File: src/rtl/poi_pkg.sv
// Shared types and constants for the planar odometry integrator.
// Holds the input/output item structs, the controller-to-datapath command
// and status structs, the step codes and the CORDIC arctangent table.
`default_nettype none

package poi_pkg;

  // CORDIC geometry: Q4.30 vector, 32-bit binary angle plus a guard bit
  localparam int CORDIC_ITERS = 24;
  localparam int ITER_BITS    = 5;
  localparam int CW           = 34;
  localparam int ZW           = 33;

  localparam logic signed [CW-1:0] CORDIC_GAIN = 34'sh0_26DD_3B6A;

  // shared multiplier operand widths and accumulator width
  localparam int MA_W  = 38;
  localparam int MB_W  = 18;
  localparam int ACC_W = 64;

  // 1/(2*pi) in Q0.32, split into two 15-bit halves
  localparam logic signed [MB_W-1:0] INV_HI = 18'sd20860;
  localparam logic signed [MB_W-1:0] INV_LO = 18'sd24796;
  localparam int INV_SPLIT = 15;

  typedef struct packed {
    logic signed [15:0] vel_forward;
    logic signed [15:0] vel_lateral;
    logic signed [15:0] yaw_rate;
    logic        [15:0] elapsed;
  } in_item_t;

  typedef struct packed {
    logic signed [31:0] pos_x;
    logic signed [31:0] pos_y;
    logic        [15:0] heading;
    logic signed [15:0] quat_z;
    logic signed [15:0] quat_w;
  } out_item_t;

  // datapath steps between the two CORDIC passes
  typedef enum logic [3:0] {
    STEP_NONE,
    STEP_VXC,
    STEP_VYS,
    STEP_VXS,
    STEP_VYC,
    STEP_WXDT,
    STEP_WYDT,
    STEP_WDT,
    STEP_WDIH,
    STEP_WDIL,
    STEP_HEAD
  } step_e;

  typedef struct packed {
    logic  load_in;
    logic  cordic_start;
    logic  cordic_new;
    step_e step;
    logic  load_out;
  } cmd_t;

  typedef struct packed {
    logic cordic_done;
  } stat_t;

  function automatic logic [31:0] atan_lut(input logic [ITER_BITS-1:0] idx);
    logic [31:0] r;
    case (idx)
      5'd0:    r = 32'h2000_0000;
      5'd1:    r = 32'h12E4_051E;
      5'd2:    r = 32'h09FB_385B;
      5'd3:    r = 32'h0511_11D4;
      5'd4:    r = 32'h028B_0D43;
      5'd5:    r = 32'h0145_D7E1;
      5'd6:    r = 32'h00A2_F61E;
      5'd7:    r = 32'h0051_7C55;
      5'd8:    r = 32'h0028_BE53;
      5'd9:    r = 32'h0014_5F2F;
      5'd10:   r = 32'h000A_2F98;
      5'd11:   r = 32'h0005_17CC;
      5'd12:   r = 32'h0002_8BE6;
      5'd13:   r = 32'h0001_45F3;
      5'd14:   r = 32'h0000_A2FA;
      5'd15:   r = 32'h0000_517D;
      5'd16:   r = 32'h0000_28BE;
      5'd17:   r = 32'h0000_145F;
      5'd18:   r = 32'h0000_0A30;
      5'd19:   r = 32'h0000_0518;
      5'd20:   r = 32'h0000_028C;
      5'd21:   r = 32'h0000_0146;
      5'd22:   r = 32'h0000_00A3;
      5'd23:   r = 32'h0000_0051;
      default: r = 32'h0000_0000;
    endcase
    return r;
  endfunction

endpackage

`default_nettype wire

File: src/rtl/poi_cordic.sv
// Iterative rotation-mode CORDIC: cos and sin of a 32-bit binary angle.
// One micro-rotation per cycle; depends on poi_pkg for table and widths.
`default_nettype none

module poi_cordic (
  input  wire                              clk_i,
  input  wire                              rst_ni,
  input  wire                              start_i,
  input  wire  [31:0]                      angle_i,
  output logic                             done_o,
  output logic signed [poi_pkg::CW-1:0]    cos_o,
  output logic signed [poi_pkg::CW-1:0]    sin_o
);
  import poi_pkg::*;

  logic                   busy_q, busy_d;
  logic                   done_q, done_d;
  logic [ITER_BITS-1:0]   iter_q, iter_d;
  logic signed [CW-1:0]   x_q, x_d, y_q, y_d;
  logic signed [ZW-1:0]   z_q, z_d;
  logic [1:0]             quad_q, quad_d;

  logic [31:0]            quad_sum;
  logic [31:0]            z_red;
  logic signed [CW-1:0]   x_sh, y_sh;
  logic signed [ZW-1:0]   at;

  always_comb begin
    quad_sum = angle_i + 32'h2000_0000;
    z_red    = angle_i - {quad_sum[31:30], 30'b0};
    x_sh     = x_q >>> iter_q;
    y_sh     = y_q >>> iter_q;
    at       = ZW'(atan_lut(iter_q));

    busy_d = busy_q;
    done_d = 1'b0;
    iter_d = iter_q;
    x_d    = x_q;
    y_d    = y_q;
    z_d    = z_q;
    quad_d = quad_q;

    if (start_i) begin
      busy_d = 1'b1;
      iter_d = '0;
      x_d    = CORDIC_GAIN;
      y_d    = '0;
      z_d    = ZW'(signed'(z_red));
      quad_d = quad_sum[31:30];
    end else if (busy_q) begin
      if (!z_q[ZW-1]) begin
        x_d = x_q - y_sh;
        y_d = y_q + x_sh;
        z_d = z_q - at;
      end else begin
        x_d = x_q + y_sh;
        y_d = y_q - x_sh;
        z_d = z_q + at;
      end
      if (iter_q == ITER_BITS'(CORDIC_ITERS - 1)) begin
        busy_d = 1'b0;
        done_d = 1'b1;
      end else begin
        iter_d = iter_q + 1'b1;
      end
    end
  end

  always_ff @(posedge clk_i or negedge rst_ni) begin
    if (!rst_ni) begin
      busy_q <= 1'b0;
      done_q <= 1'b0;
      iter_q <= '0;
    end else begin
      busy_q <= busy_d;
      done_q <= done_d;
      iter_q <= iter_d;
    end
  end

  always_ff @(posedge clk_i) begin
    x_q    <= x_d;
    y_q    <= y_d;
    z_q    <= z_d;
    quad_q <= quad_d;
  end

  // undo the quadrant reduction
  always_comb begin
    case (quad_q)
      2'd0: begin
        cos_o = x_q;
        sin_o = y_q;
      end
      2'd1: begin
        cos_o = -y_q;
        sin_o = x_q;
      end
      2'd2: begin
        cos_o = -x_q;
        sin_o = -y_q;
      end
      default: begin
        cos_o = y_q;
        sin_o = -x_q;
      end
    endcase
  end

  assign done_o = done_q;

endmodule

`default_nettype wire

File: src/rtl/poi_ctrl.sv
// Controller FSM: sequences input capture, two CORDIC passes, the
// multiply steps and the output register. Depends on poi_pkg.
`default_nettype none

module poi_ctrl (
  input  wire                   clk_i,
  input  wire                   rst_ni,
  input  wire                   in_valid_i,
  output logic                  in_ready_o,
  output logic                  out_valid_o,
  input  wire                   out_ready_i,
  input  wire poi_pkg::stat_t   stat_i,
  output poi_pkg::cmd_t         cmd_o
);
  import poi_pkg::*;

  typedef enum logic [2:0] {
    ST_IDLE,
    ST_C1,
    ST_C1_WAIT,
    ST_STEP,
    ST_C2,
    ST_C2_WAIT,
    ST_DONE
  } state_e;

  state_e state_q, state_d;
  step_e  step_q, step_d;
  logic   out_valid_q, out_valid_d;
  logic   accept;
  logic   load_out;

  function automatic step_e next_step(input step_e s);
    step_e r;
    case (s)
      STEP_VXC:  r = STEP_VYS;
      STEP_VYS:  r = STEP_VXS;
      STEP_VXS:  r = STEP_VYC;
      STEP_VYC:  r = STEP_WXDT;
      STEP_WXDT: r = STEP_WYDT;
      STEP_WYDT: r = STEP_WDT;
      STEP_WDT:  r = STEP_WDIH;
      STEP_WDIH: r = STEP_WDIL;
      STEP_WDIL: r = STEP_HEAD;
      default:   r = STEP_NONE;
    endcase
    return r;
  endfunction

  assign in_ready_o = (state_q == ST_IDLE);
  assign accept     = in_valid_i && in_ready_o;
  assign load_out   = (state_q == ST_DONE) && (!out_valid_q || out_ready_i);

  always_comb begin
    cmd_o.load_in      = accept;
    cmd_o.cordic_start = (state_q == ST_C1) || (state_q == ST_C2);
    cmd_o.cordic_new   = (state_q == ST_C2);
    cmd_o.step         = (state_q == ST_STEP) ? step_q : STEP_NONE;
    cmd_o.load_out     = load_out;
  end

  always_comb begin
    state_d = state_q;
    step_d  = step_q;
    case (state_q)
      ST_IDLE: begin
        if (accept) state_d = ST_C1;
      end
      ST_C1: state_d = ST_C1_WAIT;
      ST_C1_WAIT: begin
        if (stat_i.cordic_done) begin
          state_d = ST_STEP;
          step_d  = STEP_VXC;
        end
      end
      ST_STEP: begin
        step_d = next_step(step_q);
        if (step_q == STEP_HEAD) state_d = ST_C2;
      end
      ST_C2: state_d = ST_C2_WAIT;
      ST_C2_WAIT: begin
        if (stat_i.cordic_done) state_d = ST_DONE;
      end
      ST_DONE: begin
        if (load_out) state_d = ST_IDLE;
      end
      default: state_d = ST_IDLE;
    endcase

    // hold the result until its transfer completes
    if (load_out) begin
      out_valid_d = 1'b1;
    end else if (out_ready_i) begin
      out_valid_d = 1'b0;
    end else begin
      out_valid_d = out_valid_q;
    end
  end

  always_ff @(posedge clk_i or negedge rst_ni) begin
    if (!rst_ni) begin
      state_q     <= ST_IDLE;
      step_q      <= STEP_NONE;
      out_valid_q <= 1'b0;
    end else begin
      state_q     <= state_d;
      step_q      <= step_d;
      out_valid_q <= out_valid_d;
    end
  end

  assign out_valid_o = out_valid_q;

endmodule

`default_nettype wire

File: src/rtl/poi_datapath.sv
// Datapath: input register, pose state, CORDIC unit, one shared multiplier
// with accumulator, rounding and saturation, output register. Uses poi_pkg.
`default_nettype none

module poi_datapath #(
  parameter int ANGLE_BITS = 16,
  parameter int POS_BITS   = 32
) (
  input  wire                      clk_i,
  input  wire                      rst_ni,
  input  wire poi_pkg::in_item_t   in_item_i,
  input  wire poi_pkg::cmd_t       cmd_i,
  output poi_pkg::stat_t           stat_o,
  output poi_pkg::out_item_t       out_item_o
);
  import poi_pkg::*;

  localparam int RS_H = 60 - ANGLE_BITS;
  localparam int SW   = ((POS_BITS > 36) ? POS_BITS : 36) + 1;
  localparam int OW   = (POS_BITS > 32) ? POS_BITS : 32;
  localparam int PW   = MA_W + MB_W;
  localparam int WVW  = 34;
  localparam int DW   = 36;

  localparam logic signed [ACC_W-1:0] HALF_14 = ACC_W'(1) <<< 13;
  localparam logic signed [ACC_W-1:0] HALF_28 = ACC_W'(1) <<< 27;
  localparam logic signed [ACC_W-1:0] HALF_H  = ACC_W'(1) <<< (RS_H - 1);
  localparam logic signed [CW-1:0]    HALF_16 = CW'(1) <<< 15;

  localparam logic signed [SW-1:0] PMAX =
    {{(SW - POS_BITS + 1){1'b0}}, {(POS_BITS - 1){1'b1}}};
  localparam logic signed [SW-1:0] PMIN = ~PMAX;
  localparam logic signed [OW-1:0] OMAX = OW'(64'sd2147483647);
  localparam logic signed [OW-1:0] OMIN = ~OMAX;

  in_item_t                   in_q;
  logic [ANGLE_BITS-1:0]      head_q, head_d;
  logic signed [POS_BITS-1:0] acc_x_q, acc_x_d, acc_y_q, acc_y_d;
  logic signed [ACC_W-1:0]    acc_q, acc_d;
  logic signed [WVW-1:0]      wx_q, wx_d, wy_q, wy_d;
  logic signed [MA_W-1:0]     wd_q, wd_d;
  out_item_t                  out_q;

  logic [31:0]                ang_old, ang_new, ang_sel;
  logic                       cordic_done;
  logic signed [CW-1:0]       cos_v, sin_v;

  logic signed [MA_W-1:0]     mul_a;
  logic signed [MB_W-1:0]     mul_b;
  logic signed [PW-1:0]       prod;
  logic signed [ACC_W-1:0]    prod_ext;
  logic [ACC_W-1:0]           acc_neg;
  logic signed [ACC_W-1:0]    rnd14, rnd28, rndh;
  logic signed [DW-1:0]       delta;
  logic signed [SW-1:0]       pos_base, pos_sum;
  logic signed [POS_BITS-1:0] pos_sat;
  logic signed [OW-1:0]       ox_ext, oy_ext;
  logic signed [CW-1:0]       rq_z, rq_w;
  logic [31:0]                h32;

  // heading as a 32-bit binary angle, and the half angle for the quaternion
  assign ang_old = {head_q, (32 - ANGLE_BITS)'(0)};
  assign ang_new = {1'b0, head_q, (31 - ANGLE_BITS)'(0)};
  assign ang_sel = cmd_i.cordic_new ? ang_new : ang_old;

  poi_cordic u_cordic (
    .clk_i   (clk_i),
    .rst_ni  (rst_ni),
    .start_i (cmd_i.cordic_start),
    .angle_i (ang_sel),
    .done_o  (cordic_done),
    .cos_o   (cos_v),
    .sin_o   (sin_v)
  );

  assign stat_o.cordic_done = cordic_done;

  // operand select for the shared multiplier
  always_comb begin
    case (cmd_i.step)
      STEP_VXC: begin
        mul_a = MA_W'(cos_v);
        mul_b = MB_W'(in_q.vel_forward);
      end
      STEP_VYS: begin
        mul_a = MA_W'(sin_v);
        mul_b = MB_W'(in_q.vel_lateral);
      end
      STEP_VXS: begin
        mul_a = MA_W'(sin_v);
        mul_b = MB_W'(in_q.vel_forward);
      end
      STEP_VYC: begin
        mul_a = MA_W'(cos_v);
        mul_b = MB_W'(in_q.vel_lateral);
      end
      STEP_WXDT: begin
        mul_a = MA_W'(wx_q);
        mul_b = signed'(MB_W'(in_q.elapsed));
      end
      STEP_WYDT: begin
        mul_a = MA_W'(wy_q);
        mul_b = signed'(MB_W'(in_q.elapsed));
      end
      STEP_WDT: begin
        mul_a = MA_W'(in_q.yaw_rate);
        mul_b = signed'(MB_W'(in_q.elapsed));
      end
      STEP_WDIH: begin
        mul_a = acc_q[MA_W-1:0];
        mul_b = INV_HI;
      end
      STEP_WDIL: begin
        mul_a = wd_q;
        mul_b = INV_LO;
      end
      default: begin
        mul_a = '0;
        mul_b = '0;
      end
    endcase
  end

  assign prod     = mul_a * mul_b;
  assign prod_ext = ACC_W'(prod);

  // round to nearest, ties away from zero: add half, less one when negative
  assign acc_neg = {{(ACC_W - 1){1'b0}}, acc_q[ACC_W-1]};
  assign rnd14   = acc_q + HALF_14 - signed'(acc_neg);
  assign rnd28   = acc_q + HALF_28 - signed'(acc_neg);
  assign rndh    = acc_q + HALF_H - signed'(acc_neg);
  assign delta   = rnd28[ACC_W-1:28];

  // one saturating adder serves both axes
  assign pos_base = (cmd_i.step == STEP_WYDT) ? SW'(acc_x_q) : SW'(acc_y_q);
  assign pos_sum  = pos_base + SW'(delta);
  always_comb begin
    if (pos_sum > PMAX) begin
      pos_sat = PMAX[POS_BITS-1:0];
    end else if (pos_sum < PMIN) begin
      pos_sat = PMIN[POS_BITS-1:0];
    end else begin
      pos_sat = pos_sum[POS_BITS-1:0];
    end
  end

  always_comb begin
    acc_d   = acc_q;
    wx_d    = wx_q;
    wy_d    = wy_q;
    wd_d    = wd_q;
    acc_x_d = acc_x_q;
    acc_y_d = acc_y_q;
    head_d  = head_q;
    case (cmd_i.step)
      STEP_VXC: acc_d = prod_ext;
      STEP_VYS: acc_d = acc_q - prod_ext;
      STEP_VXS: begin
        wx_d  = rnd14[WVW+13:14];
        acc_d = prod_ext;
      end
      STEP_VYC: acc_d = acc_q + prod_ext;
      STEP_WXDT: begin
        wy_d  = rnd14[WVW+13:14];
        acc_d = prod_ext;
      end
      STEP_WYDT: begin
        acc_x_d = pos_sat;
        acc_d   = prod_ext;
      end
      STEP_WDT: begin
        acc_y_d = pos_sat;
        acc_d   = prod_ext;
      end
      STEP_WDIH: begin
        wd_d  = acc_q[MA_W-1:0];
        acc_d = prod_ext;
      end
      STEP_WDIL: acc_d = (acc_q <<< INV_SPLIT) + prod_ext;
      STEP_HEAD: head_d = head_q + rndh[RS_H+ANGLE_BITS-1:RS_H];
      default: acc_d = acc_q;
    endcase
  end

  always_ff @(posedge clk_i or negedge rst_ni) begin
    if (!rst_ni) begin
      head_q  <= '0;
      acc_x_q <= '0;
      acc_y_q <= '0;
    end else begin
      head_q  <= head_d;
      acc_x_q <= acc_x_d;
      acc_y_q <= acc_y_d;
    end
  end

  // output formatting: clamp to 32 bits, round quaternion to Q1.14
  assign ox_ext = OW'(acc_x_q);
  assign oy_ext = OW'(acc_y_q);
  assign rq_z   = sin_v + HALF_16 - signed'(CW'(sin_v[CW-1]));
  assign rq_w   = cos_v + HALF_16 - signed'(CW'(cos_v[CW-1]));
  assign h32    = {head_q, (32 - ANGLE_BITS)'(0)};

  always_ff @(posedge clk_i) begin
    if (cmd_i.load_in) in_q <= in_item_i;
    acc_q <= acc_d;
    wx_q  <= wx_d;
    wy_q  <= wy_d;
    wd_q  <= wd_d;
    if (cmd_i.load_out) begin
      out_q.pos_x   <= (ox_ext > OMAX) ? 32'sh7FFF_FFFF :
                       (ox_ext < OMIN) ? 32'sh8000_0000 : ox_ext[31:0];
      out_q.pos_y   <= (oy_ext > OMAX) ? 32'sh7FFF_FFFF :
                       (oy_ext < OMIN) ? 32'sh8000_0000 : oy_ext[31:0];
      out_q.heading <= h32[31:16];
      out_q.quat_z  <= rq_z[31:16];
      out_q.quat_w  <= rq_w[31:16];
    end
  end

  assign out_item_o = out_q;

endmodule

`default_nettype wire

File: src/rtl/planar_odometry_integrator_core.sv
// Planar dead-reckoning odometry integrator, top level: controller + datapath.
// One item at a time: a new tick is taken only after the previous result has
// been loaded into the output register, following two 24-step CORDIC
// passes and ten steps on the one shared multiplier.
// Reset (rst_ni low, asynchronous) clears position, heading and handshakes.
`default_nettype none

module planar_odometry_integrator_core #(
  parameter int ANGLE_BITS = 16,
  parameter int POS_BITS   = 32
) (
  input  wire                      clk_i,
  input  wire                      rst_ni,
  input  wire                      in_valid_i,
  output logic                     in_ready_o,
  input  wire poi_pkg::in_item_t   in_item_i,
  output logic                     out_valid_o,
  input  wire                      out_ready_i,
  output poi_pkg::out_item_t       out_item_o
);
  import poi_pkg::*;

  cmd_t  cmd;
  stat_t stat;

  // Controller: take a tick only when idle, run CORDIC on the old heading,
  // step the multiplier through rotation, time scaling and heading advance,
  // run CORDIC on the new half heading, then load the output register.
  // The output register holds the result until its transfer completes.
  poi_ctrl u_ctrl (
    .clk_i       (clk_i),
    .rst_ni      (rst_ni),
    .in_valid_i  (in_valid_i),
    .in_ready_o  (in_ready_o),
    .out_valid_o (out_valid_o),
    .out_ready_i (out_ready_i),
    .stat_i      (stat),
    .cmd_o       (cmd)
  );

  // Datapath: pose accumulators (saturating position, wrapping heading),
  // CORDIC unit, shared multiplier with accumulator, output register.
  poi_datapath #(
    .ANGLE_BITS (ANGLE_BITS),
    .POS_BITS   (POS_BITS)
  ) u_datapath (
    .clk_i      (clk_i),
    .rst_ni     (rst_ni),
    .in_item_i  (in_item_i),
    .cmd_i      (cmd),
    .stat_o     (stat),
    .out_item_o (out_item_o)
  );

endmodule

`default_nettype wire
File: config.mk
export PLATFORM = sky130hd
export DESIGN_NAME = planar_odometry_integrator_core
export DESIGN_NICKNAME = d
export VERILOG_FILES = /design/src/rtl/poi_pkg.sv /design/src/rtl/poi_cordic.sv /design/src/rtl/poi_ctrl.sv /design/src/rtl/poi_datapath.sv /design/src/rtl/planar_odometry_integrator_core.sv
export SDC_FILE = /design/constraint.sdc
export NUM_CORES = 2
export LEC_CHECK = 0
export ABC_CLOCK_PERIOD_IN_PS = 35300
export BUFFER_PORTS_ARGS = -buffer_cell sky130_fd_sc_hd__buf_2
export CORE_UTILIZATION = 55
export CTS_CLUSTER_SIZE = 40
export DETAILED_ROUTE_END_ITERATION = 6
export GPL_TIMING_DRIVEN = 0
export PLACE_DENSITY = 0.71
export SYNTH_ARGS = -nofsm -noshare
export SYNTH_HDL_FRONTEND = slang
export SYNTH_SLANG_ARGS = --single-unit
File: constraint.sdc
create_clock -name clk_i -period 35.3 [get_ports clk_i]
set_input_delay 1.765 -clock clk_i [delete_from_list [all_inputs] [get_ports clk_i]]
set_output_delay 1.765 -clock clk_i [all_outputs]
set_load 0.01 [all_outputs]
Word-level counts from Yosys, hierarchy flattened:

Memories as Yosys holds them, arrays and structs flattened.
Index checks and enable logic that the tools add are counted.

* flip-flop bits (word level): 544
* latch bits: 0
* memory bits (writable): 0
* memory bits (read-only): 1024
* output and inout bits: 114
* word-level logic and storage cells: 145
* memories: 2

* add/subtract/negate cells: 26
* multipliers: 1
* div/mod/pow operators: 0
* order comparisons: 6
* equality and inequality tests: 26
* shift-type cells: 2
* mux-type cells: 36
* bitwise operators: 0
* reduce and logical (&&, ||, !) cells: 20

Memory list
* (name not given): words 32, bits a word 30, rd ports 1, clocked after Yosys merged registers in 0, write ports 0, RTL line poi_pkg.sv:70 `case (idx)`
* (name not given): words 16, bits a word 4, rd ports 1, clocked after Yosys merged registers in 0, write ports 0, RTL line poi_ctrl.sv:35 `case (s)`

Operator list (count)
* $pmux W38 S7: 1
* $pmux W64 S4: 1
* $pmux W34 S3: 2
* $mux W32: 5
* $add A64 B56 Y64: 2
* $mux W33: 3
* $pmux W18 S5: 1
* $add A34 B34 Y34: 2
* $mux W34: 2
* $neg A34 Y34: 2
* $sshr A34 B5 Y34: 2
* $sub A34 B34 Y34: 2
* $add A32 B17 Y32 const B: 2
* $add A64 B29 Y64 const B: 1
* $gt A32 B32 Y1 const B: 2
* $lt A32 B32 Y1 const B: 2
* $sub A32 B2 Y32: 2
* $sub A64 B2 Y64: 1
* $sub A64 B56 Y64: 1
* $add A60 B45 Y60 const B: 1
* $sub A60 B2 Y60: 1
* $mul A38 B18 Y56: 1
* $add A48 B15 Y48 const B: 1
* $sub A48 B2 Y48: 1
* other kinds (40): 76

Depth between registers and ports, before layout:

* depth after elaboration: 8
* mapped depth: 58

Cells and area by module:

A second synthesis with hierarchy kept.

* cells, all modules: 8956
* area total of the unflattened synthesis: 76596.0 um2

By module, submodules not included
* poi_datapath: instances 1, cells each 6506, area each 57015.9 um2
* poi_cordic: instances 1, cells each 2379, area each 18934.4 um2
* poi_ctrl: instances 1, cells each 71, area each 645.6 um2

Worst setup path before layout:

OpenSTA, ideal clock, no wires.

* path kind: flip-flop to flip-flop
* from: register u_ctrl.step_q[2]
* to: register u_datapath.acc_q[62] (data pin)
* setup time: 259 ps
* data arrival time: 12928 ps
* required time: 35041 ps
* slack: 22113 ps
* cell stages (with the launch flop): 51
* path buffers: 7
* cell sequence: dfrtp_1 > clkbuf_1 > clkbuf_1 > nor2b_1 > nand2_1 > nor3_1 > clkbuf_1 > clkbuf_1 > a222oi_1 > nand3_1 > clkbuf_1 > nand2_1 > fa_1 > inv_1 > fa_1 > inv_1 > fa_1 > fa_1 > (+15 left out) > or3_1 > o21ai_1 > xnor2_1 > ha_1 > clkbuf_1 > a21o_1 > a21o_1 > a21oi_1 > o21ai_0 > a21o_1 > a21oi_1 > o211a_1 > nand2_1 > a221oi_1 > o31a_1 > nand4b_1 > a31oi_1 > a211o_1

* longest elaborated chain between the ends: 7

Ends and longest elaborated chain
* from (decl): RTL line poi_ctrl.sv:28 `step_e step_q, step_d;`
* from (signal assigned): RTL line poi_ctrl.sv:107 `step_q <= step_d;`
* $mux W4 *: RTL line poi_ctrl.sv:58 `cmd_o.step = (state_q == ST_STEP) ? step_q : STEP_NONE;`
* $eq A4 B3 Y1 (tied with other cells): RTL line poi_datapath.sv:80, poi_datapath.sv:155
* $reduce_or A3 Y1 (no line) / $reduce_or A2 Y1 (equally long branches)
* $pmux W18 S5 / $pmux W38 S7 (equally long branches): RTL line poi_datapath.sv:80 `case (cmd_i.step)`
* $mul A38 B18 Y56: RTL line poi_datapath.sv:124 `assign prod = mul_a * mul_b;`
* $add A64 B56 Y64 (tied with other cells): RTL line poi_datapath.sv:179 `STEP_WDIL: acc_d = (acc_q <<< INV_SPLIT) + prod_ext;`
* $pmux W64 S4 *: RTL line poi_datapath.sv:155 `case (cmd_i.step)`
* via u_datapath.acc_d[62]: RTL line poi_datapath.sv:39 `logic signed [ACC_W-1:0] acc_q, acc_d;`
* to (signal assigned): RTL line poi_datapath.sv:206 `acc_q <= acc_d;`
* to (decl): RTL line poi_datapath.sv:39

The timed path passes the listed nets; every way through them passes the cells marked *.
A chain may end at the register's enable or synchronous reset.

Worst setup path in the final report:

* from: register u_ctrl.state_q[2]
* to: register u_datapath.acc_q[63] (data pin)

* longest elaborated chain between the ends: 8

Ends and longest elaborated chain
* from (decl): RTL line poi_ctrl.sv:27 `state_e state_q, state_d;`
* from (signal assigned): RTL line poi_ctrl.sv:106 `state_q <= state_d;`
* $eq A3 B2 Y1 *: RTL line poi_ctrl.sv:58
* $mux W4 *: RTL line poi_ctrl.sv:58
* $eq A4 B3 Y1 (tied with other cells): RTL line poi_datapath.sv:80, poi_datapath.sv:155
* $reduce_or A3 Y1 (no line) / $reduce_or A2 Y1 (equally long branches)
* $pmux W18 S5 / $pmux W38 S7 (equally long branches): RTL line poi_datapath.sv:80
* $mul A38 B18 Y56: RTL line poi_datapath.sv:124
* $add A64 B56 Y64 (tied with other cells): RTL line poi_datapath.sv:179
* $pmux W64 S4 *: RTL line poi_datapath.sv:155
* via u_datapath.acc_d[63]: RTL line poi_datapath.sv:39

Marked as above.

==> impl_metrics.tcl <==
set metrics [dict create \
    path_buf_inv 11 \
    port_buffers 181 \
    drt_iter0_markers 8315 \
    period_needed_ns 17.29 \
    core_area_mm2 0.134 \
    final_core_util_pct 60.1 \
    worstSkewPairLatency_ns 0.74 \
    grtUsageMet3_pct 11.4 \
    vias_per_cell 6.31 \
    post_cts_buffers 0 \
    fin_crit_sh_pct 49.0 \
    detail-route-antenna-nets 0 \
    maxCapViolCount 0 \
    dpl-instance-area_mm2 0.0781 \
    ys.flop_type "edfxtp_1" \
    max_freq_mhz 57.8 \
    grt_max_degree 52 \
    violations "max-slew violations" \
    wl_per_cell_um 26.2 \
    drt-pass1-iter-count 7 \
    num_io_pins 182 \
    tightest_slew_ns 1.57 \
    clock_path_buffers 3 \
    dp_hpwl_mm 232 \
    drc 0 \
    syn-cell-area_mm2 0.0746 \
    rows 134 \
    n_fill_cell 12052 \
    track_usage_pct 41.3 \
    syn_nets 10037 \
    wirelength_mm 286 \
    worstSetupPathType "flop to flop" \
    dr_total_vias 68678 \
    cp-start-kind "flop" \
    yosysWarnings 0 \
    yosys.cell_types.count 113 \
    grt_pass1_wl_mm 421 \
    synth_edf_count 381 \
    synth-seq-cells 544 \
    overflow 0 \
    totalNegativeSetupSlack_ns 0 \
    cp_num_cells 52 \
    finalSetupViolCount 0 \
    met2_usage_pct 60.4 \
    clock-sinks 544 \
    rsz0062_at_grt "false" \
    finalHoldViolCount 0 \
    busiest_layer "met2" \
    syn_inst 8773 \
    status "finished, violations left" \
    clk_pin_slew_worst_paths_ns 0.06 \
    hold_path.class "flop to flop" \
    postCtsHoldBufs 0 \
    crit_fanout 10 \
    required_ns 35.71 \
    die_w_um 370 \
    clock_skew_ns 0.0878 \
    start_util_pct 55.7 \
    slew_viol_final 12 \
    fp.dieArea_mm2 0.137 \
    path_delay_family "compound AO/OA/AOI/OAI gates" \
    post_cts_resize_count 0 \
    cts_tree "built" \
    grt_antenna_before_repair 12 \
    seq_area_frac_synth_pct 20.4 \
    hold_depth 2 \
    gp_congestion 1.06 \
    cts_root_buffer "clkbuf_16" \
    crit_slowest_cell "o311ai_0" \
    cts_buffers 69 \
    layout.nets 10320 \
    avgSynthCellArea_um2 8.50 \
    relSlewSlack_pct -4.71 \
    cts_max_level 3 \
    area_growth_pct 7.95 \
    arrival_ns 17.70 \
    grtUsageMet1_pct 57.5 \
    synthArstFlopShare_pct 17.5 \
    cp_slowest_stage_delay_ns 1.11 \
    drive_gt1_share_pct 6.09 \
    critPathCaptureType "flop" \
    rr_worst_depth 52 \
    grt_pass1_vias 65960 \
    die_h_um 370 \
    design_area_mm2 0.0805 \
    cpMostUsedCell "fa_1" \
]
## cells in the final DEF, fill, tap and decap left out, types with 236 or more instances in the layout
master,n
a21o_1,236
inv_1,1057
a21oi_1,558
xnor2_1,404
fa_1,657
clkbuf_1,434
edfxtp_1,381
ha_1,539
o21ai_0,449
nor2_1,778
nand2_1,1047
## layout make-up
class,count,area [um2],area share [%]
plain buffers,512,2070,2.57
well taps,1768,2210,2.75
repair buffers,212,1300,1.62
multi-input cells,6651,53400,66.3
clock buffers,85,1830,2.27
flip-flops and latches,544,15200,18.9
clock inverters,41,492,0.611
diodes,2,5.00,0.00622
inverters,1066,4000,4.97
## metal layers
layer / share of wire, % / routed length, um
met1: 41 / 118000
met2: 42 / 119000
met3: 12 / 35300
met4: 4.6 / 13200
met5: 0.050 / 144
## synthesized netlist by cell type, types with 75 or more instances
cell	n	share of area, %
nand2b_1	93	0.78
a21o_1	236	2.4
a21oi_1	558	3.7
nand2_1	1047	5.3
dfrtp_1	95	3.2
a31oi_1	126	1.1
and3_1	90	0.76
clkbuf_1	422	2.1
inv_1	1058	5.3
xnor2_1	405	4.8
edfxtp_1	381	15
fa_1	657	18
ha_1	539	9.0
nand3_1	134	0.90
mux2i_1	75	1.0
mux4_2	82	2.5
nor3_1	116	0.78
nor2_1	779	3.9
o21ai_0	450	3.0
xor2_1	222	2.6
## kinds of logic (layout without fill, tap and decap cells)
| group | Yosys count | count (layout) | share of synthesized area, % |
|---|---|---|---|
| AND/OR/NAND/NOR | 2613 | 2613 | 15.7 |
| AO/OA/AOI/OAI | 2007 | 2007 | 17.1 |
| buffers and inverters | 1578 | 1916 | 8.13 |
| adder cells (fa/ha/maj) | 1196 | 1196 | 26.7 |
| XOR/XNOR | 628 | 628 | 7.40 |
| flip-flops | 544 | 544 | 20.4 |
| multiplexers | 207 | 207 | 4.58 |
| other | 0 | 2 | 0 |
## worst paths after layout
path,from,end,slack (ns)
hold / removal,u_datapath.acc_y_q[21],u_datapath.acc_y_q[21],0.51
setup reg to reg,u_ctrl.state_q[2],u_datapath.acc_q[63],18.01
min in group asynchronous,rst_ni,u_datapath.acc_x_q[12],1.07
hold reg to reg,u_datapath.acc_y_q[21],u_datapath.acc_y_q[21],0.51
setup / recovery,u_ctrl.state_q[2],u_datapath.acc_q[63],18.01
max in group asynchronous,rst_ni,u_ctrl.step_q[0],33.49
## metrics by stage
step	instances	worst slack (ns)	hold slack [ns]
3_3_place_gp	10722	17.41	0.489
5_1_grt	10879	17.58	0.529
6_report	10881	18.01	0.506
3_5_place_dp	10751	18.76	0.496
2_1_floorplan	8773	22.11	0.469
4_1_cts	10877	18.60	0.510
## worst min-delay path, cell delays in order, from the launching register on
cell	delay (ns)
dfrtp_1	0.36
nand2_1	0.05
o21ai_0	0.06
## flip-flops by register name (all words and copies together), names as in the netlist, 2 cells and up
register,cells
u_datapath.out_item_o,112
u_datapath.u_cordic.iter_q,5
u_datapath.head_q,16
u_datapath.wy_q,34
u_ctrl.step_q,4
u_datapath.acc_x_q,32
u_datapath.u_cordic.y_q,34
u_datapath.acc_q,64
u_datapath.u_cordic.z_q,33
u_datapath.acc_y_q,32
u_datapath.in_q,64
u_datapath.u_cordic.x_q,34
u_datapath.wd_q,38
u_datapath.u_cordic.quad_q,2
u_ctrl.state_q,3
u_datapath.wx_q,34
Power is not shown: default switching activity piles up to over one toggle a cycle in this logic, so the estimate is an artifact.
